<file path="src/hw/rtl/mspq_pkg.sv">
// Package for the multilevel sweep priority queue.
// Holds field widths, register indexes, status codes, state types and helpers.
// Used by mspq_level_calc and multilevel_sweep_priority_queue.
package mspq_pkg;

   localparam int NUM_LEVELS_DEF  = 100;
   localparam int NUM_HANDLES_DEF = 1024;

   localparam int HANDLE_W    = 10;
   localparam int PRIO_W      = 8;
   localparam int CARDS_W     = 6;
   localparam int STATUS_W    = 2;
   localparam int OUT_LEVEL_W = 7;
   localparam int OP_W        = 1;
   localparam int COEF_W      = 32;
   localparam int FRAC_W      = 16;
   localparam int ACC_W       = 48;
   localparam int MUL_B_W     = 14;

   localparam int REQ_DATA_W  = 24;
   localparam int RSP_DATA_W  = 24;
   localparam int CSR_ADDR_W  = 4;
   localparam int CSR_DATA_W  = 32;

   // Register indexes, taken from paddr[3:2].
   localparam logic [1:0] REG_STACK_MODE  = 2'd0;
   localparam logic [1:0] REG_COEF_SQUARE = 2'd1;
   localparam logic [1:0] REG_COEF_LINEAR = 2'd2;
   localparam logic [1:0] REG_COEF_CONST  = 2'd3;

   localparam logic signed [COEF_W-1:0] COEF_SQUARE_RST = -32'sd52;
   localparam logic signed [COEF_W-1:0] COEF_LINEAR_RST = 32'sd9175;
   localparam logic signed [COEF_W-1:0] COEF_CONST_RST  = -32'sd65536;

   localparam logic [0:0] OP_ENQUEUE = 1'b0;
   localparam logic [0:0] OP_DEQUEUE = 1'b1;

   typedef enum logic [STATUS_W-1:0] {
      STATUS_ENQUEUED = 2'd0,
      STATUS_DEQUEUED = 2'd1,
      STATUS_EMPTY    = 2'd2
   } status_type;

   typedef struct packed {
      logic signed [COEF_W-1:0] square;
      logic signed [COEF_W-1:0] linear;
      logic signed [COEF_W-1:0] konst;
   } coef_type;

   typedef enum logic [2:0] {
      LC_IDLE,
      LC_SQUARE,
      LC_MUL_SQ,
      LC_MUL_LIN,
      LC_SUM,
      LC_CLAMP
   } lc_state_type;

   typedef enum logic [3:0] {
      ST_IDLE,
      ST_LEVEL,
      ST_ENQ_RD,
      ST_ENQ_WR,
      ST_SCAN,
      ST_POP_RD,
      ST_POP_LINK,
      ST_POP_WR,
      ST_LOWER,
      ST_DONE
   } state_type;

   // Handle modulo the link table depth. The quotient comes from a constant
   // reciprocal scaled by 2^(2*HANDLE_W), which is exact for every handle that
   // fits in HANDLE_W bits; the remainder is one multiply and subtract away.
   function automatic logic [HANDLE_W-1:0] handle_mod(input logic [HANDLE_W-1:0] h,
                                                      input int unsigned nh);
      longint unsigned recip;
      longint unsigned quot;
      longint unsigned r;
      recip = ((64'd1 << (2 * HANDLE_W)) + 64'(nh) - 64'd1) / 64'(nh);
      quot  = (64'(h) * recip) >> (2 * HANDLE_W);
      r     = 64'(h) - quot * 64'(nh);
      return r[HANDLE_W-1:0];
   endfunction

endpackage

</file>
<file path="src/hw/rtl/mspq_level_calc.sv">
// Level calculation unit: rounded Q16 quadratic bonus plus priority, clamped.
// One shared multiplier forms n*n and then the square and linear terms. Depends on mspq_pkg.
module mspq_level_calc #(
   parameter int NUM_LEVELS = mspq_pkg::NUM_LEVELS_DEF,
   parameter int LVL_W      = $clog2(NUM_LEVELS)
) (
   input  logic                                clock,
   input  logic                                reset,
   input  logic                                start,
   input  logic signed [mspq_pkg::PRIO_W-1:0]  prio,
   input  logic [mspq_pkg::CARDS_W-1:0]        cards,
   input  mspq_pkg::coef_type                  coef,
   output logic                                done,
   output logic [LVL_W-1:0]                    level
);
   import mspq_pkg::*;

   lc_state_type               state_ff, state_in;
   logic signed [PRIO_W-1:0]   prio_ff, prio_in;
   logic [CARDS_W-1:0]         cards_ff, cards_in;
   logic signed [ACC_W-1:0]    prod_ff, prod_in;
   logic signed [ACC_W-1:0]    acc_ff, acc_in;
   logic signed [COEF_W-1:0]   mul_a;
   logic signed [MUL_B_W-1:0]  mul_b;
   logic signed [ACC_W-1:0]    prio_ext;
   logic signed [ACC_W-1:0]    sum;

   always_ff @(posedge clock) begin
      if (reset) begin
         state_ff <= LC_IDLE;
      end else begin
         state_ff <= state_in;
      end
   end

   always_ff @(posedge clock) begin
      prio_ff  <= prio_in;
      cards_ff <= cards_in;
      prod_ff  <= prod_in;
      acc_ff   <= acc_in;
   end

   // The shared multiplier: product is registered before it is summed.
   assign prod_in = mul_a * mul_b;

   always_comb begin
      state_in = state_ff;
      prio_in  = prio_ff;
      cards_in = cards_ff;
      acc_in   = acc_ff;
      mul_a    = {{(COEF_W-CARDS_W){1'b0}}, cards_ff};
      mul_b    = {{(MUL_B_W-CARDS_W){1'b0}}, cards_ff};
      case (state_ff)
         LC_IDLE: begin
            if (start) begin
               prio_in  = prio;
               cards_in = cards;
               state_in = LC_SQUARE;
            end
         end
         LC_SQUARE: begin
            state_in = LC_MUL_SQ;
         end
         LC_MUL_SQ: begin
            mul_a    = coef.square;
            mul_b    = {{(MUL_B_W-2*CARDS_W){1'b0}}, prod_ff[2*CARDS_W-1:0]};
            acc_in   = {{(ACC_W-COEF_W){coef.konst[COEF_W-1]}}, coef.konst}
                       + (ACC_W'(1) <<< (FRAC_W - 1));
            state_in = LC_MUL_LIN;
         end
         LC_MUL_LIN: begin
            mul_a    = coef.linear;
            acc_in   = acc_ff + prod_ff;
            state_in = LC_SUM;
         end
         LC_SUM: begin
            acc_in   = acc_ff + prod_ff;
            state_in = LC_CLAMP;
         end
         LC_CLAMP: begin
            state_in = LC_IDLE;
         end
         default: begin
            state_in = LC_IDLE;
         end
      endcase
   end

   assign prio_ext = {{(ACC_W-PRIO_W){prio_ff[PRIO_W-1]}}, prio_ff};
   assign sum      = (acc_ff >>> FRAC_W) + prio_ext;
   assign done     = (state_ff == LC_CLAMP);

   always_comb begin
      if (sum[ACC_W-1]) begin
         level = '0;
      end else if (sum > ACC_W'(NUM_LEVELS - 1)) begin
         level = LVL_W'(NUM_LEVELS - 1);
      end else begin
         level = sum[LVL_W-1:0];
      end
   end

endmodule

</file>
<file path="config.mk">
export PLATFORM = sky130hd
export DESIGN_NAME = mspq_level_calc
export DESIGN_NICKNAME = d
export VERILOG_FILES = /design/src/hw/rtl/mspq_pkg.sv /design/src/hw/rtl/mspq_level_calc.sv
export SDC_FILE = /design/constraint.sdc
export NUM_CORES = 1
export LEC_CHECK = 0
export ABC_CLOCK_PERIOD_IN_PS = 11170
export CORE_ASPECT_RATIO = 0.8
export CORE_MARGIN = 3
export CORE_UTILIZATION = 50
export CTS_CLUSTER_DIAMETER = 30
export DETAILED_ROUTE_END_ITERATION = 10
export DONT_BUFFER_PORTS = 1
export SYNTH_ARGS = -nofsm -noshare
export SYNTH_HDL_FRONTEND = slang
export SYNTH_SLANG_ARGS = --single-unit
</file>
<file path="constraint.sdc">
create_clock -name clock -period 11.17 [get_ports clock]
set_input_delay 1.117 -clock clock [delete_from_list [all_inputs] [get_ports clock]]
set_output_delay 1.117 -clock clock [all_outputs]
set_load 0.02 [all_outputs]
</file>
Word-level counts from Yosys, hierarchy flattened. Index checks and enable logic that the tools add are counted.

Register bits: 113. Bits in latches: 0. RAM bits: 0. Bits in read-only memories: 0. Bits of input ports: 113. Output and inout port bits: 8. Word-level logic and storage cells: 27. Memories kept: 0.

Add/subtract/negate cells: 3. $mul: 1. Div/mod/pow operators: 0. Order comparisons: 1. Equal/unequal tests: 6. Shift-type cells: 0. Muxes and demuxes: 7. Bitwise logic cells: 0. Reductions and logical operators: 4.

Operator list (count): 48-bit case mux with 2 select lines (1); 32-bit case mux with 2 select lines (1); 48-bit adder (1); 32-bit by 13-bit multiplier with 45-bit output (1); 32-bit by 17-bit adder with 33-bit output (second input constant) (1); 32-bit by 8-bit adder with 33-bit output (1); 33-bit by 8-bit > comparator with 1-bit output (second input constant) (1); 3-bit case mux with 5 select lines (1); 7-bit 2-to-1 mux (2); 12-bit 2-to-1 mux (1); 3-bit by 2-bit == test with 1-bit output (second input constant) (2); 3-bit == test (second input constant) (2); 3-bit by 1-bit == test with 1-bit output (second input constant) (1); 3-bit zero test (1); 3-bit 2-to-1 mux (1); 2-bit inequality test (second input constant) (1); 2-bit AND reduction (1); 2-bit nonzero test (1); 2-bit OR reduction (1).

Depth between registers and ports, before layout. Gate-level depths: netlist of run 1.

Depth in word-level cells: 4. Gate-level depth with buffers: 28. Gate-level depth less buffers: 24.

Least setup slack after synthesis of run 1. Ideal clock, no wire load.

Path kind: register to register. Start point: reg state_ff[2]. End point: reg prod_ff[37]. Setup time: 0.079 ns. Arrival: 7.004 ns. Required time: 11.091 ns. Slack: 4.087 ns. Stages on the path, launching flop included: 28. Buffers on the path: 4. Period minus slack after synthesis: 7.083 ns. Cell sequence: dfxtp_1 clkbuf_1 nand2b_1 clkbuf_1 nor2_1 buf_1 mux2i_1 clkbuf_1 nor2_1 fa_1 inv_1 fa_1 inv_1 fa_1 fa_1 inv_1 fa_1 inv_1 ha_1 o21ai_0 or3_1 or3b_1 a41oi_2 a21o_1 a31o_2 a21oi_1 or4_1 o211ai_1.

Word-level cells in the longest chain between the ends: 3. Elaborated cells on any way between the ends: 5. Classes of those cells: 1 x mul; 2 x eq/ne; 2 x mux.

Ends and longest elaborated chain: from (decl) (line mspq_level_calc.sv:18) `lc_state_type state_ff, state_in;`; from (signal assigned) (line mspq_level_calc.sv:32) `state_ff <= state_in;`; 3-bit by 2-bit == test with 1-bit output (line mspq_level_calc.sv:53) `case (state_ff)`; 32-bit case mux with 2 select lines / 12-bit 2-to-1 mux (equally long branches) (line mspq_level_calc.sv:53); 32-bit by 13-bit multiplier with 45-bit output * (line mspq_level_calc.sv:44) `assign prod_in = mul_a * mul_b;`; via prod_in[37] (line mspq_level_calc.sv:21) `logic signed [ACC_W-1:0] prod_ff, prod_in;`; to (signal assigned) (line mspq_level_calc.sv:39) `prod_ff <= prod_in;`; to (decl) (line mspq_level_calc.sv:21).

The timed path passes the listed nets; every way through them passes the cells marked *. A chain may end at the register's enable or synchronous reset.

Final worst setup path of run 1.
Start point: reg state_ff[2]. End point: reg prod_ff[42].

The elaborated chain is that of the path after synthesis.

==> results of run 1 <==
[area by class of cell]
type,count,area share [%]
Antenna cell,2,0.02169
Clock buffer,13,1.269
Clock inverter,3,0.1952
Inverter,481,7.824
Multi-Input combinational cell,1954,74.67
Sequential cell,110,12.24
Tap cell,595,3.226
Timing Repair Buffer,17,0.5531
[power by group through the flow]
stage	Clock, mW	Sequential, mW	Combinational [mW]
final	0.363	0.663	2.61
after global routing	0.388	0.671	2.93
after CTS	0.375	0.664	2.58
after detailed placement	0	0.671	2.56
after global placement	0	0.675	2.51
after floorplan	0	0.609	1.96
[synth_stat cells (all sizes together), types with 5 or more instances]
master	n	area, um2
nor3	24	120.1
or3	9	56.30
o21bai	13	97.59
fa	340	6807
buf	17	67.56
nor4	7	43.79
a2111oi	7	80.08
nor2b	13	81.33
edfxtp	62	1862
or2	10	62.56
a21oi	121	605.6
a21boi	5	37.54
clkbuf	92	346.6
o211ai	15	112.6
nand2	340	1276
o31ai	14	110.1
and4	8	72.57
mux2	31	349.1
dfxtp	48	960.9
a211o	9	78.83
and3	15	96.34
a211oi	15	112.6
mux2i	15	150.1
nand2b	25	156.4
ha	179	2240
xnor2	68	595.6
o2111ai	8	70.07
a31oi	24	150.1
o21a	32	240.2
and2	37	231.5
o21ai	100	500.5
nor2	258	968.4
xor2	36	315.3
o211a	5	50.05
inv	481	1805
nand4	23	143.9
a21o	60	450.4
nand3	28	140.1
[logic make-up (layout without fill, tap and decap cells)]
group / Yosys count / in the layout / synth area share [%]
simple gates: 817 / 817 / 16.30
buf+inv: 590 / 514 / 10.00
fa+ha+maj: 519 / 519 / 40.76
compound gates: 468 / 468 / 13.87
flops: 110 / 110 / 12.72
xor+xnor: 104 / 104 / 4.104
mux: 46 / 46 / 2.249
other cells: 0 / 2 / 0
[critical path, delay by kind of cell (launching register included)]
kind,cells,cell delay (ps)
fa+ha+maj,6,2960
flops,1,440
buf+inv,4,190
simple gates,6,2310
compound gates,6,2370
mux,1,1060
[stage by stage]
| step | util (%) | area (um2) |
|---|---|---|
| 2_1_floorplan | - | 22200 |
| 3_3_place_gp | 52.29 | 22730 |
| 3_5_place_dp | 52.29 | 22730 |
| 4_1_cts | 53.06 | 23070 |
| 5_1_grt | 53.08 | 23080 |
| 6_report | 53.08 | 23080 |
[sequential cells by signal, indices dropped and copies added, names as in the netlist]
register and count:
state_ff 3, prio_ff 8, cards_ff 6, prod_ff 45
acc_ff 48
[layout by cell type, fill, tap and decap left out, drive strengths merged, types with 5 or more instances in the layout]
cell type and count:
inv 482, nand2 340, fa 340, nor2 258, ha 179, a21oi 121
o21ai 100, xnor2 68, edfxtp 62, a21o 60, dfxtp 48, and2 37
xor2 36, o21a 32, mux2 31, nand3 28, nand2b 25, nor3 24
a31oi 24, nand4 23, buf 17, a211oi 15, o211ai 15, and3 15
mux2i 15, o31ai 14, o21bai 13, nor2b 13, clkbuf 13, or2 10
or3 9, a211o 9, o2111ai 8, and4 8, nor4 7, a2111oi 7
o211a 5, a21boi 5
[path summary, 6_finish.rpt]
| check | to | cells past startpoint | slack (ps) |
|---|---|---|---|
| max | prod_ff[42] | 23 | 1760 |
| min | acc_ff[0] | 3 | 640 |
| max reg2reg | prod_ff[42] | 23 | 1760 |
| min reg2reg | acc_ff[0] | 3 | 640 |
[per-layer routing]
| layer | up-vias | track usage (%) |
|---|---|---|
| met1 | 8934 | 38.98 |
| met4 | 6 | 5.306 |
| li1 | 8407 | - |
| met3 | 77 | 5.117 |
| met2 | 619 | 42.24 |
| met5 | - | 0 |
==> impl_results.md, run 1 <==
* Startpoint Class: flop
* Number of placed cells counting well taps at approximately 3,200
* Number of remaining DRC errors at 0
* Seq/Total Area, Yosys at between 10% and 20%
* Buffers inserted by post-CTS timing repair at 0
* CP dominant cell by count: fa_1
* Total via count in the routed design at 18,043
* Endpoints failing setup at 0
* Hold crit path type: flop to flop
* Sequential group share of total power at a little under a fifth
* Fin cells at 3,175
* Syn_nets at approximately 3,300
* Category of the worst setup path capture point: flop
* Gate power share at a little under three quarters
* GR Overflow Total at 0
* Leakage dissipation at about 11 nW
* Highest routing layer actually used: met5
* Maximum number of pins on one net before global-route repair at 53
* Number of distinct library cell variants in the gate-level netlist after synthesis at 81
* Register Area at between 2000 and 3000 um2
* Num rows at 68
* Reg-to-Reg Start: state_ff[2]
* Actual slew at the worst max-slew pin at 1261 ps
* Routed WL at about 62,000 um
* Via-per-instance ratio at 5.683
* Layout overhead on the synthesized area at 3.963%
* Beginning of the critical path: state_ff[2]
* Detailed-routing iteration count for the pre-antenna-repair pass at 5
* Hold Vio Cnt, Final at 0
* Clock net sink count at 110
* Classification of the worst setup path: flop to flop
* Starting utilization of the core area at around half
* Worst slew margin at about 15%
* Fmax at between 100 and 150 MHz
* Total power consumption of the routed design at around 3.6 mW
* Maximum level of the CTS H-tree at 3
* Maximum vdd drop at between 0.15 and 0.2 mV
* Detail Placement HPWL at about 51,000 um
* Placeable core area at between 40,000 and 50,000 um2
* Portion of total power attributed to the clock network at about 10%
* Die outline area at ~47,000 um2
* I/O pin cnt at roughly 120
* Mean instance size in the synthesized netlist at 8.363 um2
* Hold path startpoint: acc_ff[0]
* Critical path required time at 11,490 ps
* Worst path slowest cell: mux2i_4
* Post-layout nets at roughly 3,200
* Post-placement worst setup slack at 1956 ps
* Met2 Wirelength at about 27,000 um
* Met3 Routed Length at between 4000 and 5000 um
* Routability cong. at 0.9302
* Number of max-slew violations in the final report at 0
* Final period utilization at between 80% and 90%
* Number of resized instances in the post-cts repair step at 0
* Final worst hold slack at between 600 and 700 ps
* Flip-flop and latch count after synthesis at 110
* Maximum buffer depth of the clock tree at 2
* Proportion of synthesized flip-flops having asynchronous set or reset at 0%
* Net switching power figure at between 1.5 and 2 mW
* Layout cell share with drive strength beyond 1 at around 4%
* Wire length of the first global-routing pass at roughly 100,000 um
* CTS Hold Buffers Added at 0
* Chip Width at between 200 and 250 um
* Height of the chip at 194.5 um
* Setup tns final at 0 ps
* Ordered list of cells on the worst path: nand2b_1 -> nor2_2 -> mux2i_4 -> nor2_1 -> fa_1 -> inv_1 -> fa_1 -> inv_1 -> fa_1 -> fa_1 -> inv_1 -> fa_1 -> inv_1 -> ha_1 -> a21oi_1 -> nor2b_1 -> o31ai_1 -> a2111o_1 -> nand4b_1 -> a2111oi_0 -> o31ai_1 -> nor4b_1 -> a211o_1
* Routed WL per cell at roughly 19 um
* Setup slack of the critical path after layout at roughly 1800 ps
* All-Layer GR Usage at 26.87%
* CTS Root Buffer Type: clkbuf_16
* Latest clock arrival within the worst-skew pair at 380 ps
* MaxCap Viol Count at 0
* Multi-input gate area at ~17,000 um2
* Run status: complete, no violations
* Final Critical Period at 9412 ps
* Number of global-route vias before repair at approximately 18,000
* Net switching share of the total power at about half
* Number of cells produced by synthesis at about 2,700
* Clock tree from TritonCTS: yes
* Length of routed wiring on met1 at ~29,000 um
* RSZ-0062 raised after global routing: no
* Most used flip-flop cell after synthesis: edfxtp_1
* Initial antenna violation count at 6
* Post-Syn Area at roughly 22,000 um2
* Crit-path max FO at 32
* Total power divided by cell area at ~160 nW/um2
* Critical Path Max Stage Delay at around 1100 ps
* Post-synth EDFFs at between 60 and 70
* Largest clock skew in the final design at 12.09 ps
* Count of nets left with antenna violations after detail routing at 0
* Yosys warning total at 0
* TritonCTS buffer count at 9
* Number of violations reported at the end of detailed-routing iteration 0 at 1,493
* Filler cell count in the final layout at just over 4,000
* Design internal power at between 1.5 and 2 mW
* Clock slew at the register clock pins of the worst setup and hold paths at 70 ps
* # port buffers at 0
* Data arrival time of the worst path at roughly 10000 ps
No activity file was read; power rests on OpenSTA's default activity.
==> run 2, diff against run 1 <==
--- a/config.mk
+++ b/config.mk
@@ -5,7 +5,8 @@
 export SDC_FILE = /design/constraint.sdc
 export NUM_CORES = 1
 export LEC_CHECK = 0
-export ABC_CLOCK_PERIOD_IN_PS = 11170
+export ABC_AREA = 1
+export ABC_CLOCK_PERIOD_IN_PS = 9550
 export CORE_ASPECT_RATIO = 0.8
 export CORE_MARGIN = 3
 export CORE_UTILIZATION = 50
==> constraint.sdc (replaced) <==
create_clock -name clock -period 9.55 [get_ports clock]
set_input_delay 0.955 -clock clock [delete_from_list [all_inputs] [get_ports clock]]
set_output_delay 0.955 -clock clock [all_outputs]
set_load 0.02 [all_outputs]
==> run 2 against run 1 <==
  * Non-clock buffer count is 10 higher
  * Sequential cell count unchanged
  * Critical endpoint is now prod_ff[33]
  * Clock power is 11% higher
  * Clock-buffer cell count fell by 2
  * Highest routed layer is now met4
  * Critical path type unchanged
==> impl_results.md, run 2 <==
* Run status: complete, no violations
* Final Critical Period at 7494 ps (-1918 ps)
* Clock tree from TritonCTS: yes
* Wire length of the first global-routing pass at 114,100 um (+13%)
* CP dominant cell by count: inv_1
* Filler cell count in the final layout at 4,593 (+12%)
* Post-synth EDFFs at 62 (unchanged)
* Startpoint Class: flop
* Final worst hold slack at 627.5 ps (-12.81 ps)
* CTS Hold Buffers Added at 0 (unchanged)
* Worst slew margin at 22.76% (+7.7 points)
* Critical Path Max Stage Delay at 1010 ps (-50 ps)
* Chip Width at 249.3 um (+3.2%)
* GR met1 Demand/Resource at 44.62% (+5.6 points)
* Number of distinct library cell variants in the gate-level netlist after synthesis at 57 (-30%)
* Count of nets left with antenna violations after detail routing at 0 (unchanged)
* Number of violations reported at the end of detailed-routing iteration 0 at 1,632 (+9.3%)
* Endpoints failing setup at 0 (unchanged)
* Clock slew at the register clock pins of the worst setup and hold paths at 80 ps (about the same)
* Detailed-routing iteration count for the pre-antenna-repair pass at 6 (+1)
* Net switching share of the total power at 56.69% (+5.1 points)
* Final period utilization at 78.47% (-5.8 points)
* Top reg by flops: acc_ff
* Number of flip-flops under the largest register name at 48 (unchanged)
* Routed WL per cell at 17.90 um (-7.7%)
* Leading cell type by number of instances after synthesis: inv_1
* Fin cells at 3,897 (+23%)
* Worst path slowest cell: o22ai_1
* Area share of the largest cell type after synthesis at 28.76% (-1.9 points)
* Total power divided by cell area at 185.7 nW/um2 (+18%)
* Data arrival time of the worst path at 7790 ps (-1940 ps)
* Layout cell share with drive strength beyond 1 at 3.714% (-0.24 points)
* Post-layout nets at 3,912 (+22%)
* Setup tns final at 0 ps (unchanged)
* Total via count in the routed design at 20,519 (+14%)
* # port buffers at 0 (unchanged)
* Latest clock arrival within the worst-skew pair at 390 ps (about the same)
* Height of the chip at 200.6 um (+3.2%)
* Actual slew at the worst max-slew pin at 1159 ps (-102.8 ps)
* Number of cells produced by synthesis at 3,315 (+25%)
* Synth area leaders: fa_1 (29%), inv_1 (14%), nand2_1 (12%)
* Routability cong. at 0.9683 (+4.1%)
* Hold Vio Cnt, Final at 0 (unchanged)
* Post-Syn Area at 23,670 um2 (+6.6%)
* Number of diodes at 0 (-2)
* Largest clock skew in the final design at 15.05 ps (+2.960 ps)
* Number of remaining DRC errors at 0 (unchanged)
* Maximum level of the CTS H-tree at 3 (unchanged)
* Met3 GRT Util at 4.547% (-0.57 points)
* Multi-input gate area at 17,290 um2 (+0.35%)
* Net switching power figure at 2.596 mW (+39%)
* Sequential group share of total power at 16.5% (-1.7 points)
* RSZ-0062 raised after global routing: no
* All-Layer GR Usage at 28.50% (+1.6 points)
* GR Overflow Total at 0 (unchanged)
* Buffers inserted by post-CTS timing repair at 0 (unchanged)
* Final standard cell utilization of the core at 53.31% (+0.24 points)
* Via-per-instance ratio at 5.265 (-7.3%)
* Fraction of met2 tracks used by global routing at 42.42% (+0.18 points)
* Category of the worst setup path capture point: flop
* Commonest cells post-synth: inv_1 (855), nand2_1 (781), fa_1 (340), nor2_1 (298), ha_1 (179)
* Design internal power at 1.983 mW (+13%)
* Num rows at 70 (+2.9%)
* TritonCTS buffer count at 9 (unchanged)
* Leakage dissipation at 13.13 nW (+19%)
* Proportion of synthesized flip-flops having asynchronous set or reset at 0% (unchanged)
* Grt peak-use layer: met1
* Fmax at 133.4 MHz (+26%)
* Most used cells in the layout excluding fill and tap cells: inv_1 (855), nand2_1 (780), fa_1 (340)
* Number of placed cells counting well taps at 3,881 (+23%)
* Ordered list of cells on the worst path: inv_1 -> nor3_2 -> buf_4 -> inv_2 -> o22ai_1 -> nand2_1 -> fa_1 -> inv_1 -> fa_1 -> fa_1 -> fa_1 -> inv_1 -> fa_1 -> inv_1 -> ha_1 -> nand2_1 -> nor2_1 -> inv_1 -> nor2_1 -> inv_1 -> nor4_1 -> a21oi_1 -> o21bai_1 -> xor2_1
* Syn_nets at 3,947 (+20%)
* Most used flip-flop cell after synthesis: edfxtp_1
* CTS Root Buffer Type: clkbuf_16
* Routed WL at 69,740 um (+13%)
* Most common cell after layout, fill and taps aside: inv_1
* Yosys warning total at 0 (unchanged)
* Detail Placement HPWL at 59,530 um (+17%)
* Flip-flop and latch count after synthesis at 110 (unchanged)
* MaxCap Viol Count at 0 (unchanged)
* Maximum number of pins on one net before global-route repair at 49 (-7.5%)
* Gate power share at 74.7% (+2.9 points)
* Critical path required time at 9850 ps (-1640 ps)
* Largest registers: acc_ff (48), prod_ff (45), prio_ff (8)
* Layout overhead on the synthesized area at 4.160%
* Hold crit path type: input pin to flop
* Portion of total power attributed to the clock network at 8.8% (-1.2 points)
* Mean instance size in the synthesized netlist at 7.140 um2 (-15%)
* Classification of the worst setup path: flop to flop
* Number of max-slew violations in the final report at 0 (unchanged)
* Initial antenna violation count at 0 (-6)
* Die outline area at 50,000 um2 (+6.5%)
* Maximum vdd drop at 0.1420 mV (-5.6%)
* Number of resized instances in the post-cts repair step at 0 (unchanged)
* Register Area at 2823 um2 (about the same)
* Starting utilization of the core area at 51.19% (+0.13 points)
* Seq/Total Area, Yosys at 11.93% (-0.79 points)
* Crit-path max FO at 38 (+19%)
* Largest area contributor in the netlist: fa_1
* I/O pin cnt at 121 (unchanged)
* Number of global-route vias before repair at 20,705 (+12%)
* Placeable core area at 46,240 um2 (+6.4%)
* Maximum buffer depth of the clock tree at 2 (unchanged)
* Clock net sink count at 110 (unchanged)
[run 2: cell types whose count changed after synthesis, sizes merged, moves of 24 or more]
cell / previous run / this run
nand2: 340 / 793
inv: 481 / 868
nand3: 28 / 114
clkbuf: 92 / 30
nor2: 258 / 305
a21o: 60 / 14
and2: 37 / 0
xnor2: 68 / 31
mux2: 31 / 0
o21a: 32 / 5
buf: 17 / 43
nand2b: 25 / 0
o22ai: 4 / 28
[run 2: cell type report]
cell class              count  area share [%]
well taps                 612           3.106
clock buffers              11           1.030
clock inverters             5          0.2284
multi-input cells        2263           70.13
repair buffers             27          0.8221
flip-flops and latches    110           11.45
inverters                 869           13.23
[run 2: critical path: cells and delay by family, from the launching register on]
family                   cells  cell delay [ps]
adder cells (fa/ha/maj)      6             3000
AO/OA/AOI/OAI                3             1480
AND/OR/NAND/NOR              6             1240
buffers and inverters        8             1030
flip-flops                   1              420
XOR/XNOR                     1              190
[run 2: per-stage QoR]
stage | power (mW) | area [um2] | setup slack, ps
after floorplan | 3.163 | 23670 | 3749
after global placement | 4.114 | 24340 | 2195
after detailed placement | 4.136 | 24340 | 2187
after CTS | 4.565 | 24650 | 2147
after global routing | 5.071 | 24650 | 1636
final | 4.579 | 24650 | 2056
[run 2: routing by layer]
metal	wire length, um	part of all wire, %
met2	28790	41
met1	34780	50
met5	0	0
met3	5259	7.5
met4	907	1.3
[run 2: path summary, 6_finish.rpt]
path	startpoint	to	slack [ps]	depth (start not counted)
max	state_ff[1]	prod_ff[33]	2060	24
max reg2reg	state_ff[1]	prod_ff[33]	2060	24
min reg2reg	state_ff[1]	state_ff[0]	640	3
min	reset	state_ff[2]	630	1
[run 2: cell families (layout without fill, tap and decap cells)]
logic type,count (synthesis),in the layout,synth area share (%)
simple gates,1283,1283,22.16
buf+inv,942,912,15.17
fa+ha+maj,519,519,38.22
compound gates,381,381,9.536
flops,110,110,11.93
xor+xnor,80,80,2.992
[run 2: power by group through the flow]
stage               logic [mW]  clock network, mW  registers, mW
finish                    3.42              0.404          0.755
CTS                       3.40              0.411          0.757
global placement          3.34                  0          0.771
global route              3.88              0.429          0.763
detailed placement        3.37                  0          0.766
floorplan                 2.46                  0          0.707
